===== src/rtl/core/assert_macros.svh =====
// ----------------------------------------------------------------------------
// Assertion macros
// Shared concurrent assertion shorthands for the RTL.
// ----------------------------------------------------------------------------
`ifndef ASSERT_MACROS_SVH
`define ASSERT_MACROS_SVH

// Check a property on every rising clock edge outside reset.
`define ASSERT_CLK(lbl, clk, rst_n, prop) \
  lbl: assert property (@(posedge clk) disable iff (!(rst_n)) (prop)) \
    else $error("%m: property failed");

// Check that a condition is followed in the next cycle by another.
`define ASSERT_NEXT(lbl, clk, rst_n, cond, conseq) \
  lbl: assert property (@(posedge clk) disable iff (!(rst_n)) (cond) |=> (conseq)) \
    else $error("%m: next-cycle property failed");

`endif


===== src/rtl/core/rtq_pkg.sv =====
// ----------------------------------------------------------------------------
// rtq_pkg
// Types, codes and reset values of the retry transmit queue.
// ----------------------------------------------------------------------------
package rtq_pkg;

  // Default queue storage depth
  localparam int unsigned QUEUE_DEPTH_DEF = 32;

  // Configuration register indexes
  localparam int unsigned CFG_IDX_W = 2;
  localparam logic [CFG_IDX_W-1:0] CFG_QUEUE_LIMIT   = 2'd0;
  localparam logic [CFG_IDX_W-1:0] CFG_RETRY_LIMIT   = 2'd1;
  localparam logic [CFG_IDX_W-1:0] CFG_TX_SPACING    = 2'd2;
  localparam logic [CFG_IDX_W-1:0] CFG_RETRY_BACKOFF = 2'd3;
  localparam int unsigned CFG_DATA_W = 16;

  // Register reset values
  localparam logic [5:0]  QUEUE_LIMIT_RST   = 6'd30;
  localparam logic [3:0]  RETRY_LIMIT_RST   = 4'd5;
  localparam logic [15:0] TX_SPACING_RST    = 16'd5;
  localparam logic [15:0] RETRY_BACKOFF_RST = 16'd20;

  // Request types
  localparam logic [1:0] REQ_ENQUEUE = 2'd0;
  localparam logic [1:0] REQ_POLL    = 2'd1;
  localparam logic [1:0] REQ_OUTCOME = 2'd2;

  // Result kinds
  localparam logic [2:0] KIND_TX_REQ   = 3'd0;
  localparam logic [2:0] KIND_QUEUED   = 3'd1;
  localparam logic [2:0] KIND_DROPPED  = 3'd2;
  localparam logic [2:0] KIND_RETRY    = 3'd3;
  localparam logic [2:0] KIND_SENT     = 3'd4;
  localparam logic [2:0] KIND_GAVE_UP  = 3'd5;

  typedef struct packed {
    logic [5:0]  queue_limit;
    logic [3:0]  retry_limit;
    logic [15:0] tx_spacing;
    logic [15:0] retry_backoff;
  } cfg_t;

  typedef struct packed {
    logic [1:0]  req_type;
    logic [31:0] now_ms;
    logic [47:0] dest_addr;
    logic [15:0] payload_ref;
    logic [7:0]  payload_len;
    logic        send_ok;
  } req_t;

  typedef struct packed {
    logic [2:0]  result_kind;
    logic [47:0] out_addr;
    logic [15:0] out_payload_ref;
    logic [7:0]  out_payload_len;
    logic [3:0]  retries_left;
    logic [5:0]  queue_count;
  } res_t;

  // One queue entry as held in the entry memory
  typedef struct packed {
    logic [47:0] addr;
    logic [15:0] payload_ref;
    logic [7:0]  payload_len;
    logic [3:0]  budget;
    logic [31:0] due;
  } entry_t;

endpackage


===== src/rtl/core/retry_transmit_queue.sv =====
// ----------------------------------------------------------------------------
// retry_transmit_queue
// Rate-limited transmit FIFO of frame descriptors with failure retry.
// ----------------------------------------------------------------------------
//
//  channel   | handshake                  | payload
//  ----------+----------------------------+-----------------------------------
//  request   | start / busy               | req_i (req_t)
//  result    | result_valid_o, one cycle  | result_o (res_t)
//  config    | cfg_valid_i / cfg_ready_o  | cfg_index_i, cfg_data_i
//
// On accept the request is registered and the head entry is read from the
// entry memory into a register. While busy, the request is acted on, any new
// tail entry is written and any result is registered; the result shows for
// exactly one cycle, during which the next request may be accepted.
// Reset clears pointers, fill, flight, last send, busy, result valid; not memory.
// The result receiver cannot stall.
`include "assert_macros.svh"

module retry_transmit_queue import rtq_pkg::*; #(
  parameter int unsigned QueueDepth = QUEUE_DEPTH_DEF
) (
  input  logic                  clk_i,
  input  logic                  rst_ni,
  input  logic                  start,
  output logic                  busy,
  input  req_t                  req_i,
  input  logic                  cfg_valid_i,
  output logic                  cfg_ready_o,
  input  logic [CFG_IDX_W-1:0]  cfg_index_i,
  input  logic [CFG_DATA_W-1:0] cfg_data_i,
  output logic                  result_valid_o,
  output res_t                  result_o
);

  localparam int unsigned PtrW = (QueueDepth > 1) ? $clog2(QueueDepth) : 1;
  localparam int unsigned CntW = $clog2(QueueDepth + 1);
  localparam logic [PtrW-1:0] PtrLast = PtrW'(QueueDepth - 1);

  cfg_t cfg;

  rtq_cfg_regs u_cfg (
    .clk_i       (clk_i),
    .rst_ni      (rst_ni),
    .cfg_valid_i (cfg_valid_i),
    .cfg_ready_o (cfg_ready_o),
    .cfg_index_i (cfg_index_i),
    .cfg_data_i  (cfg_data_i),
    .cfg_o       (cfg)
  );

  // Entry memory and its registered read port
  entry_t mem_q [QueueDepth];
  entry_t rd_q;

  logic            exec_q;
  req_t            req_q;
  logic [PtrW-1:0] head_q, head_d, tail_q, tail_d;
  logic [CntW-1:0] fill_q, fill_d;
  logic [31:0]     last_send_q, last_send_d;
  logic            flight_q, flight_d;
  entry_t          flight_ent_q, flight_ent_d;
  logic            res_valid_q, res_valid_d;
  res_t            res_q, res_d;

  logic            do_insert, do_pop, full;
  entry_t          ins_ent;
  logic [CntW-1:0] lim_eff;
  logic [31:0]     since_send;

  function automatic logic [PtrW-1:0] ptr_next(input logic [PtrW-1:0] p);
    ptr_next = (p == PtrLast) ? '0 : p + PtrW'(1);
  endfunction

  assign busy = exec_q;

  // Clamp the queue limit into 1..QueueDepth
  always_comb begin
    if (cfg.queue_limit == 6'd0) begin
      lim_eff = CntW'(1);
    end else if (32'(cfg.queue_limit) > 32'(QueueDepth)) begin
      lim_eff = CntW'(QueueDepth);
    end else begin
      lim_eff = CntW'(cfg.queue_limit);
    end
  end

  assign full       = (fill_q >= lim_eff) && (fill_q != '0);
  assign since_send = req_q.now_ms - last_send_q;

  // Act on the accepted request
  always_comb begin
    head_d       = head_q;
    tail_d       = tail_q;
    fill_d       = fill_q;
    last_send_d  = last_send_q;
    flight_d     = flight_q;
    flight_ent_d = flight_ent_q;
    do_insert    = 1'b0;
    do_pop       = 1'b0;
    ins_ent      = rd_q;
    res_valid_d  = 1'b0;
    res_d        = res_q;

    if (exec_q) begin
      case (req_q.req_type)
        REQ_ENQUEUE: begin
          do_insert           = 1'b1;
          ins_ent.addr        = req_q.dest_addr;
          ins_ent.payload_ref = req_q.payload_ref;
          ins_ent.payload_len = req_q.payload_len;
          ins_ent.budget      = cfg.retry_limit;
          ins_ent.due         = req_q.now_ms;
          res_valid_d         = 1'b1;
          res_d.result_kind   = full ? KIND_DROPPED : KIND_QUEUED;
          res_d.retries_left  = ins_ent.budget;
        end
        REQ_POLL: begin
          if (!flight_q && fill_q != '0 && since_send >= 32'(cfg.tx_spacing)
              && req_q.now_ms >= rd_q.due) begin
            do_pop             = 1'b1;
            flight_d           = 1'b1;
            flight_ent_d       = rd_q;
            ins_ent            = rd_q;
            res_valid_d        = 1'b1;
            res_d.result_kind  = KIND_TX_REQ;
            res_d.retries_left = rd_q.budget;
          end
        end
        REQ_OUTCOME: begin
          if (flight_q) begin
            flight_d    = 1'b0;
            last_send_d = req_q.now_ms;
            ins_ent     = flight_ent_q;
            res_valid_d = 1'b1;
            if (req_q.send_ok) begin
              res_d.result_kind  = KIND_SENT;
              res_d.retries_left = flight_ent_q.budget;
            end else if (flight_ent_q.budget > 4'd1) begin
              do_insert          = 1'b1;
              ins_ent.budget     = flight_ent_q.budget - 4'd1;
              ins_ent.due        = req_q.now_ms + 32'(cfg.retry_backoff);
              res_d.result_kind  = full ? KIND_DROPPED : KIND_RETRY;
              res_d.retries_left = ins_ent.budget;
            end else begin
              res_d.result_kind  = KIND_GAVE_UP;
              res_d.retries_left = 4'd0;
            end
          end
        end
        default: ;
      endcase

      // Advance pointers and fill count
      if (do_pop) begin
        head_d = ptr_next(head_q);
        fill_d = fill_q - CntW'(1);
      end
      if (do_insert) begin
        tail_d = ptr_next(tail_q);
        if (full) begin
          head_d = ptr_next(head_q);
        end else begin
          fill_d = fill_q + CntW'(1);
        end
      end

      res_d.out_addr        = ins_ent.addr;
      res_d.out_payload_ref = ins_ent.payload_ref;
      res_d.out_payload_len = ins_ent.payload_len;
      res_d.queue_count     = 6'(fill_d);
    end
  end

  // Control state
  always_ff @(posedge clk_i or negedge rst_ni) begin
    if (!rst_ni) begin
      exec_q      <= 1'b0;
      head_q      <= '0;
      tail_q      <= '0;
      fill_q      <= '0;
      last_send_q <= '0;
      flight_q    <= 1'b0;
      res_valid_q <= 1'b0;
    end else begin
      exec_q      <= start && !exec_q;
      head_q      <= head_d;
      tail_q      <= tail_d;
      fill_q      <= fill_d;
      last_send_q <= last_send_d;
      flight_q    <= flight_d;
      res_valid_q <= res_valid_d;
    end
  end

  // Payload registers
  always_ff @(posedge clk_i) begin
    if (start && !exec_q) begin
      req_q <= req_i;
    end
    flight_ent_q <= flight_ent_d;
    res_q        <= res_d;
  end

  // Entry memory: read head on accept, write tail on insert
  always_ff @(posedge clk_i) begin
    if (start && !exec_q) begin
      rd_q <= mem_q[head_q];
    end
    if (do_insert) begin
      mem_q[tail_q] <= ins_ent;
    end
  end

  assign result_valid_o = res_valid_q;
  assign result_o       = res_q;

  // Checks
  `ASSERT_CLK(a_fill_bound, clk_i, rst_ni, fill_q <= CntW'(QueueDepth))
  `ASSERT_NEXT(a_busy_one_cycle, clk_i, rst_ni, busy, !busy)
  `ASSERT_NEXT(a_accept_busy, clk_i, rst_ni, start && !busy, busy)
  `ASSERT_CLK(a_tx_in_flight, clk_i, rst_ni,
              !(result_valid_o && result_o.result_kind == KIND_TX_REQ) || flight_q)
  `ASSERT_CLK(a_result_after_exec, clk_i, rst_ni, !result_valid_o || $past(exec_q))

endmodule


===== src/rtl/core/rtq_cfg_regs.sv =====
// ----------------------------------------------------------------------------
// rtq_cfg_regs
// Configuration register file of the retry transmit queue.
// ----------------------------------------------------------------------------
module rtq_cfg_regs import rtq_pkg::*; (
  input  logic                 clk_i,
  input  logic                 rst_ni,
  input  logic                 cfg_valid_i,
  output logic                 cfg_ready_o,
  input  logic [CFG_IDX_W-1:0] cfg_index_i,
  input  logic [CFG_DATA_W-1:0] cfg_data_i,
  output cfg_t                 cfg_o
);

  cfg_t cfg_q, cfg_d;

  // Always take a write beat
  assign cfg_ready_o = 1'b1;

  // Update the addressed register
  always_comb begin
    cfg_d = cfg_q;
    if (cfg_valid_i) begin
      case (cfg_index_i)
        CFG_QUEUE_LIMIT:   cfg_d.queue_limit   = cfg_data_i[5:0];
        CFG_RETRY_LIMIT:   cfg_d.retry_limit   = cfg_data_i[3:0];
        CFG_TX_SPACING:    cfg_d.tx_spacing    = cfg_data_i[15:0];
        CFG_RETRY_BACKOFF: cfg_d.retry_backoff = cfg_data_i[15:0];
        default: ;
      endcase
    end
  end

  always_ff @(posedge clk_i or negedge rst_ni) begin
    if (!rst_ni) begin
      cfg_q.queue_limit   <= QUEUE_LIMIT_RST;
      cfg_q.retry_limit   <= RETRY_LIMIT_RST;
      cfg_q.tx_spacing    <= TX_SPACING_RST;
      cfg_q.retry_backoff <= RETRY_BACKOFF_RST;
    end else begin
      cfg_q <= cfg_d;
    end
  end

  assign cfg_o = cfg_q;

endmodule

===== config.mk =====
export PLATFORM = sky130hd
export DESIGN_NAME = retry_transmit_queue
export DESIGN_NICKNAME = d
export VERILOG_FILES = /design/src/rtl/core/rtq_pkg.sv /design/src/rtl/core/retry_transmit_queue.sv /design/src/rtl/core/rtq_cfg_regs.sv
export VERILOG_INCLUDE_DIRS = /design/src /design/src/rtl/core
export SDC_FILE = /design/constraint.sdc
export NUM_CORES = 2
export LEC_CHECK = 0
export BUFFER_PORTS_ARGS = -buffer_cell sky130_fd_sc_hd__buf_2
export CAP_MARGIN = 40
export CORE_MARGIN = 5
export CORE_UTILIZATION = 47
export DETAILED_ROUTE_END_ITERATION = 16
export PLACE_DENSITY = 0.68
export SLEW_MARGIN = 10
export SYNTH_ARGS = -nofsm -noshare
export SYNTH_HDL_FRONTEND = slang
export SYNTH_SLANG_ARGS = --single-unit

===== constraint.sdc =====
create_clock -name clk_i -period 15.1 [get_ports clk_i]
set_input_delay 0 -clock clk_i [delete_from_list [all_inputs] [get_ports clk_i]]
set_output_delay 0 -clock clk_i [all_outputs]
set_load 0.1 [all_outputs]

# Word level (Yosys, flattened, before mapping)

Memory sizes are Yosys's and may differ from the RTL's. A register that Yosys moved wholly into a read port is not among the register bits.
Cells that the tools add are included.

Add/sub/neg operators: 7
Equality and inequality tests: 9
Multiplexer cells: 43
Reduce and logical (&&, ||, !) cells: 22
Order comparisons: 5

Operators by type and width:

| kind                                                           | number |
|---|---|
| 108-bit 2-to-1 mux                                             | 2 |
| 108-bit one-hot mux with 2 select lines                        | 1 |
| 36-bit 2-to-1 mux                                              | 2 |
| 32-bit by 16-bit adder with 32-bit output                      | 1 |
| 32-bit by 16-bit greater-or-equal comparator with 1-bit output | 1 |
| 32-bit greater-or-equal comparator                             | 1 |
| 32-bit subtractor                                              | 1 |
| 6-bit 2-to-1 mux                                               | 5 |
| 5-bit 2-to-1 mux                                               | 5 |
| 4-bit 2-to-1 mux                                               | 4 |
| 1-bit 2-to-1 mux                                               | 14 |
| 3-bit 2-to-1 mux                                               | 4 |
| 4-bit one-hot mux with 3 select lines                          | 1 |
| 5-bit by 1-bit adder with 5-bit output, second input constant  | 2 |
| 5-bit == test, second input constant                           | 2 |
| 2-bit AND reduction                                            | 5 |
| 3-bit one-hot mux with 3 select lines                          | 1 |
| 3-bit AND reduction                                            | 3 |
| 6-bit by 1-bit adder with 6-bit output, second input constant  | 1 |
| 2-bit == test, second input constant                           | 3 |
| 6-bit greater-or-equal comparator                              | 1 |
| 6-bit greater-than comparator, second input constant           | 1 |
| 6-bit zero test                                                | 1 |
| 6-bit nonzero test                                             | 1 |
| 14 further kinds                                               | 23 |

Memories: 1
Bits in writable memories: 3456
Flip-flop bits (word level): 393
Logic and storage cells: 115
Bits of input ports: 129

Memories:

| memory | words | width | read ports | clocked after Yosys merged registers in | write ports | line                       | source |
|---|---|---|---|---|---|---|---|
| mem_q  | 32    | 108   | 1          | 1                                       | 1           | retry_transmit_queue.sv:53 | `entry_t mem_q [QueueDepth];` |

# Depth between registers and ports, before layout

Depth in word-level cells: 10
Depth in mapped cells: 22

# By module

From an unflattened synthesis, not the netlist that was laid out.

Cells, all modules: 7012
Area, all modules: 155277.7 um2

By module, submodules not included:

| module               | seq. area each (um2) | area an instance (um2) | cells an instance | times used |
|---|---|---|---|---|
| retry_transmit_queue | 117307.5             | 153661.1               | 6920              | 1 |
| rtq_cfg_regs         | 1063.5               | 1616.6                 | 92                | 1 |

# Least setup slack after synthesis

OpenSTA, ideal clock, no wires.

Path kind: reg-to-reg
Start: register exec_q (netlist: busy)
End: register exec_q (netlist: busy)
Path slack: 2075 ps
Period minus slack after synthesis: 13025 ps
Cell stages (with the launch flop): 5
Data arrival time: 11922 ps
Buffers on the path: 3
Data required time: 13997 ps
Cell sequence: dfrtp_1 -> clkbuf_1 -> clkbuf_1 -> clkbuf_1 -> nor2b_1

Cells in the longest elaborated chain, start to end: 2

Ends and longest elaborated chain:

| what                   | line                        | source |
|---|---|---|
| from (decl)            | retry_transmit_queue.sv:56  | `logic exec_q;` |
| from (signal assigned) | retry_transmit_queue.sv:186 | `exec_q <= start && !exec_q;` |
| 1-bit zero test        | retry_transmit_queue.sv:186 |  |
| 1-bit logical AND      | retry_transmit_queue.sv:186 |  |

Every way passes these cells.
A chain may end at the register's enable or synchronous reset.

# Worst setup path after layout

Start: register req_q[83] in the netlist's numbering
End: register flight_ent_q[82] in the netlist's numbering (enable)

Cells in the longest elaborated chain, start to end: 5
Elaborated cells on any way between the ends: 6

Ends and longest elaborated chain:

| what                                                           | line                        | source |
|---|---|---|
| from (decl)                                                    | retry_transmit_queue.sv:57  | `req_t req_q;` |
| from (signal assigned)                                         | retry_transmit_queue.sv:199 | `req_q <= req_i;` |
| 32-bit subtractor                                              | retry_transmit_queue.sv:89  | `assign since_send = req_q.now_ms - last_send_q;` |
| 32-bit by 16-bit greater-or-equal comparator with 1-bit output | retry_transmit_queue.sv:119 | `if (!flight_q && fill_q != '0 && since_send >= 32'(cfg.tx_spacing)` |
| 1-bit logical AND                                              | retry_transmit_queue.sv:119 |  |
| 1-bit logical AND *                                            | retry_transmit_queue.sv:120 | `&& req_q.now_ms >= rd_q.due) begin` |
| 3-bit AND reduction (no source line) *                         | -                           |  |
| to (signal assigned)                                           | retry_transmit_queue.sv:201 | `flight_ent_q <= flight_ent_d;` |
| to (decl)                                                      | retry_transmit_queue.sv:62  | `entry_t flight_ent_q, flight_ent_d;` |

Mark *: on every way between the ends. The rest lies on a longest branch, timed or not.

==> reports/metrics.yaml <==
chipHeight_um: 585
wire_length_of_the_first_global_routing_pass_mm: 584
gr-usage-all-layers_pct: 23.5
end_kind: "flip-flop"
clkSlewWorstSetupHoldPaths_ns: 0.06
layout.cells.most_common: "sky130_fd_sc_hd__edfxtp_1"
outcome: "complete, no violations"
antenna_violations_before_repair: 17
async_flop_share_pct: 2.35
areaGrowthSynthToFinish_pct: 15.5
post_synth_num_cell_types: 83
hpwlAfterDp_mm: 213
tritoncts: "yes"
dp_worst_setup_slack_ns: 9.03
regToRegSetupSlack_ns: 8.99
synth_fp_nets: 7666
worstPathRequired_ns: 15.74
post_synth_main_area_contributors: "sky130_fd_sc_hd__edfxtp_1 75%, sky130_fd_sc_hd__mux4_2 13%, sky130_fd_sc_hd__mux2i_1 1.6%"
finalNetCount: 8383
synth_enable_flop_cells: 3864
report.final.setup_viol: 0
netlist.top_cell.by_area: "sky130_fd_sc_hd__edfxtp_1"
hold_viol_final: 0
max_slew_margin_pct: 15.5
setup.worst_path.start: "req_q[83]"
timing.final.ws_setup_ns: 8.99
num-fill-cells: 24400
ant_nets: 0
vias_per_cell: 6.28
cts.repair_timing.setup_buffer_count: 0
synth_flop_cell: "sky130_fd_sc_hd__edfxtp_1"
root_buffer: "sky130_fd_sc_hd__clkbuf_16"
netlist.area_leader.share_pct: 74.7
die_wd_um: 585
timing.hold.worst.class: "primary input to flip-flop"
number_of_core_rows: 211
start_kind: "flip-flop"
rsz_0062_raised_after_global_routing: "no"
mappedNetlistArea_um2: 155000
post_synth_inst_count: 7417
detail_route.iter0.violations: 10500
avgSynthCellArea_um2: 21.0
gp_routability_congestion: 0.865
yosysWarnings: 0
route.vias.total: 80500
multi_input_comb_area_um2: 35500
worst_setup_endpoint: "flight_ent_q[82]"
leakagePower_nw: 57.5
yosys_register_bits: 3957
clk_path_buf_depth: 4
arrival_ns: 6.75
detail_route.drc_violations: 0
r2r-end: "flight_ent_q[82]"
tritoncts.num_buffers: 393
finalClockSkew_ns: 0.0801
ir_worst_vdd_mv: 0.174
tightestPinTransition_ns: 1.27
routed_wirelength_mm: 406
first_pass_iters: 9
routed_wire_length_per_instance_um: 31.6
final.period_utilization_pct: 40.5
grt_overflow: 0
clock_period_minus_worst_slack_ns: 6.11
ratio_of_cells_with_drive_above_1_in_the_final_layout_pct: 26.1
critPathKind: "flip-flop to flip-flop"
timing_max_transition_violations_final: 0
start_util_pct: 47.1
synth_seq_area_share_pct: 76.2
critPathMaxFanout: 33
sequential_cell_area_um2: 118000
layout_common_cells: "3,864 x sky130_fd_sc_hd__edfxtp_1, 917 x sky130_fd_sc_hd__mux4_2, 395 x sky130_fd_sc_hd__clkbuf_16"
core-area_um2: 330000
htree_num_levels: 5
grt_pass1_vias: 80500
totalNegativeSetupSlack_ns: 0
pwr_cell_area_nw_per_um2: 175
number_of_input_and_output_port_buffers_inserted: 215
cts.sink_count: 3957
max_cap_violations: 0
design.die.area_um2: 342000
r2r_cells: 21
maximum_clock_frequency_ghz: 0.164
worstReg2RegStart: "req_q[83]"
grt_start_max_net_pins: 148
floorplan.io_pins: 217
clk_latency_ns: 0.99
[cell type report]
cell class	instances	share of cell area [%]
Clock inverter	253	1.60
Inverter	124	0.261
Tap cell	4366	3.04
Multi-Input combinational cell	2951	19.8
Timing Repair Buffer	707	3.70
Clock buffer	460	5.65
Sequential cell	3957	65.9
Antenna cell	5	0.00697
[report_power, final]
| part | leakage, nW | internal [mW] | total [mW] | switching [mW] |
|---|---|---|---|---|
| Combinational | 15.1 | 3.39 | 7.84 | 4.45 |
| Clock | 6.33 | 5.66 | 9.85 | 4.20 |
| Sequential | 36.1 | 13.4 | 13.7 | 0.312 |
| Total | 57.5 | 22.4 | 31.4 | 8.96 |
[timing repair]
item	4_1_cts	5_1_grt
resized for setup	0	0
hold endpoints to repair	314	0
hold buffers	252	0
[synth_stat cells (14+ instances only)]
cell	count
sky130_fd_sc_hd__ha_1	118
sky130_fd_sc_hd__a221oi_1	16
sky130_fd_sc_hd__a21o_1	30
sky130_fd_sc_hd__xor2_1	17
sky130_fd_sc_hd__a22oi_1	98
sky130_fd_sc_hd__mux4_2	917
sky130_fd_sc_hd__mux2i_1	252
sky130_fd_sc_hd__a222oi_1	14
sky130_fd_sc_hd__and3_1	15
sky130_fd_sc_hd__o211ai_1	16
sky130_fd_sc_hd__a211oi_1	53
sky130_fd_sc_hd__dfrtp_1	83
sky130_fd_sc_hd__o21ai_0	316
sky130_fd_sc_hd__o22ai_1	74
sky130_fd_sc_hd__clkbuf_1	259
sky130_fd_sc_hd__nand4_1	18
sky130_fd_sc_hd__a21oi_1	98
sky130_fd_sc_hd__xnor2_1	31
sky130_fd_sc_hd__buf_2	31
sky130_fd_sc_hd__mux2_2	154
sky130_fd_sc_hd__nand3_1	22
sky130_fd_sc_hd__edfxtp_1	3864
sky130_fd_sc_hd__o221ai_1	47
sky130_fd_sc_hd__nor2_1	262
sky130_fd_sc_hd__nand2_1	182
sky130_fd_sc_hd__nor3_1	20
sky130_fd_sc_hd__inv_1	123
sky130_fd_sc_hd__buf_1	91
[cells by family after synthesis]
kind of cell	synth area share, %
DFF	76.2
muxes	16.0
AOI/OAI and AO/OA	3.53
and+or+nand+nor	1.76
buffers and inverters	1.26
adders and majority gates	0.976
xor gates and xnor gates	0.271
other	0.00241
[metal layers]
layer	wire (um)	vias up	share of wire, %	global-route usage (%)
met1	162000	42800	40	34.5
li1	-	32400	-	-
met4	10700	4	2.6	5.98
met5	31	-	0.0076	0
met3	41400	686	10	4.20
met2	192000	4625	47	36.9
[through the flow]
| stage | hold slack, ns | area (um2) | std cells | power, mW | utilization [%] |
|---|---|---|---|---|---|
| CTS | 0.0257 | 179000 | 12800 | 31.5 | 54.4 |
| floorplan | -0.296 | 155000 | 7417 | 19.2 | - |
| finish | 0.106 | 180000 | 12800 | 31.4 | 54.4 |
| global route | 0.0659 | 180000 | 12800 | 32.6 | 54.4 |
| global placement | 0.00564 | 163000 | 11800 | 21.4 | 49.3 |
| detailed placement | 0.0129 | 164000 | 11900 | 21.7 | 49.7 |
[critical path, cell delays in order (launching register included)]
cell	delay, ns
sky130_fd_sc_hd__edfxtp_1	0.48
sky130_fd_sc_hd__ha_1	0.51
sky130_fd_sc_hd__nand2_1	0.15
sky130_fd_sc_hd__a2111oi_0	0.32
sky130_fd_sc_hd__a31oi_1	0.17
sky130_fd_sc_hd__and2_1	0.22
sky130_fd_sc_hd__o21ai_0	0.32
sky130_fd_sc_hd__a21oi_1	0.12
sky130_fd_sc_hd__o21bai_1	0.18
sky130_fd_sc_hd__xor2_1	0.17
sky130_fd_sc_hd__ha_1	0.26
sky130_fd_sc_hd__nand4_1	0.14
sky130_fd_sc_hd__a21oi_1	0.09
sky130_fd_sc_hd__nor2_1	0.12
sky130_fd_sc_hd__o221ai_1	0.11
sky130_fd_sc_hd__nor4_1	0.30
sky130_fd_sc_hd__nand4_2	0.25
sky130_fd_sc_hd__nor4_4	0.78
sky130_fd_sc_hd__nor3_2	0.07
sky130_fd_sc_hd__buf_4	0.31
sky130_fd_sc_hd__buf_4	0.30
sky130_fd_sc_hd__buf_4	0.34
[worst min-delay path by stage]
| stage | start | endpoint | slack, ns | depth (start not counted) |
|---|---|---|---|---|
| CTS | cfg_data_i[1] | u_cfg.cfg_o[1] | 0.03 | 3 |
| finish | cfg_data_i[1] | u_cfg.cfg_o[17] | 0.11 | 3 |
| floorplan | rst_ni | busy | -0.30 | 0 |
| global placement | rst_ni | last_send_q[30] | 0.006 | 1 |
| global route | cfg_data_i[1] | u_cfg.cfg_o[1] | 0.07 | 3 |
| detailed placement | rst_ni | last_send_q[30] | 0.01 | 1 |
[state kept, by name (all words and copies together) (netlist names), 6 cells and up]
register,cells
result_o,85
req_q,107
fill_q,6
u_cfg.cfg_o,42
last_send_q,32
flight_ent_q,108
rd_q,108
mem_q,3456
(Power assumes the default switching activity.)
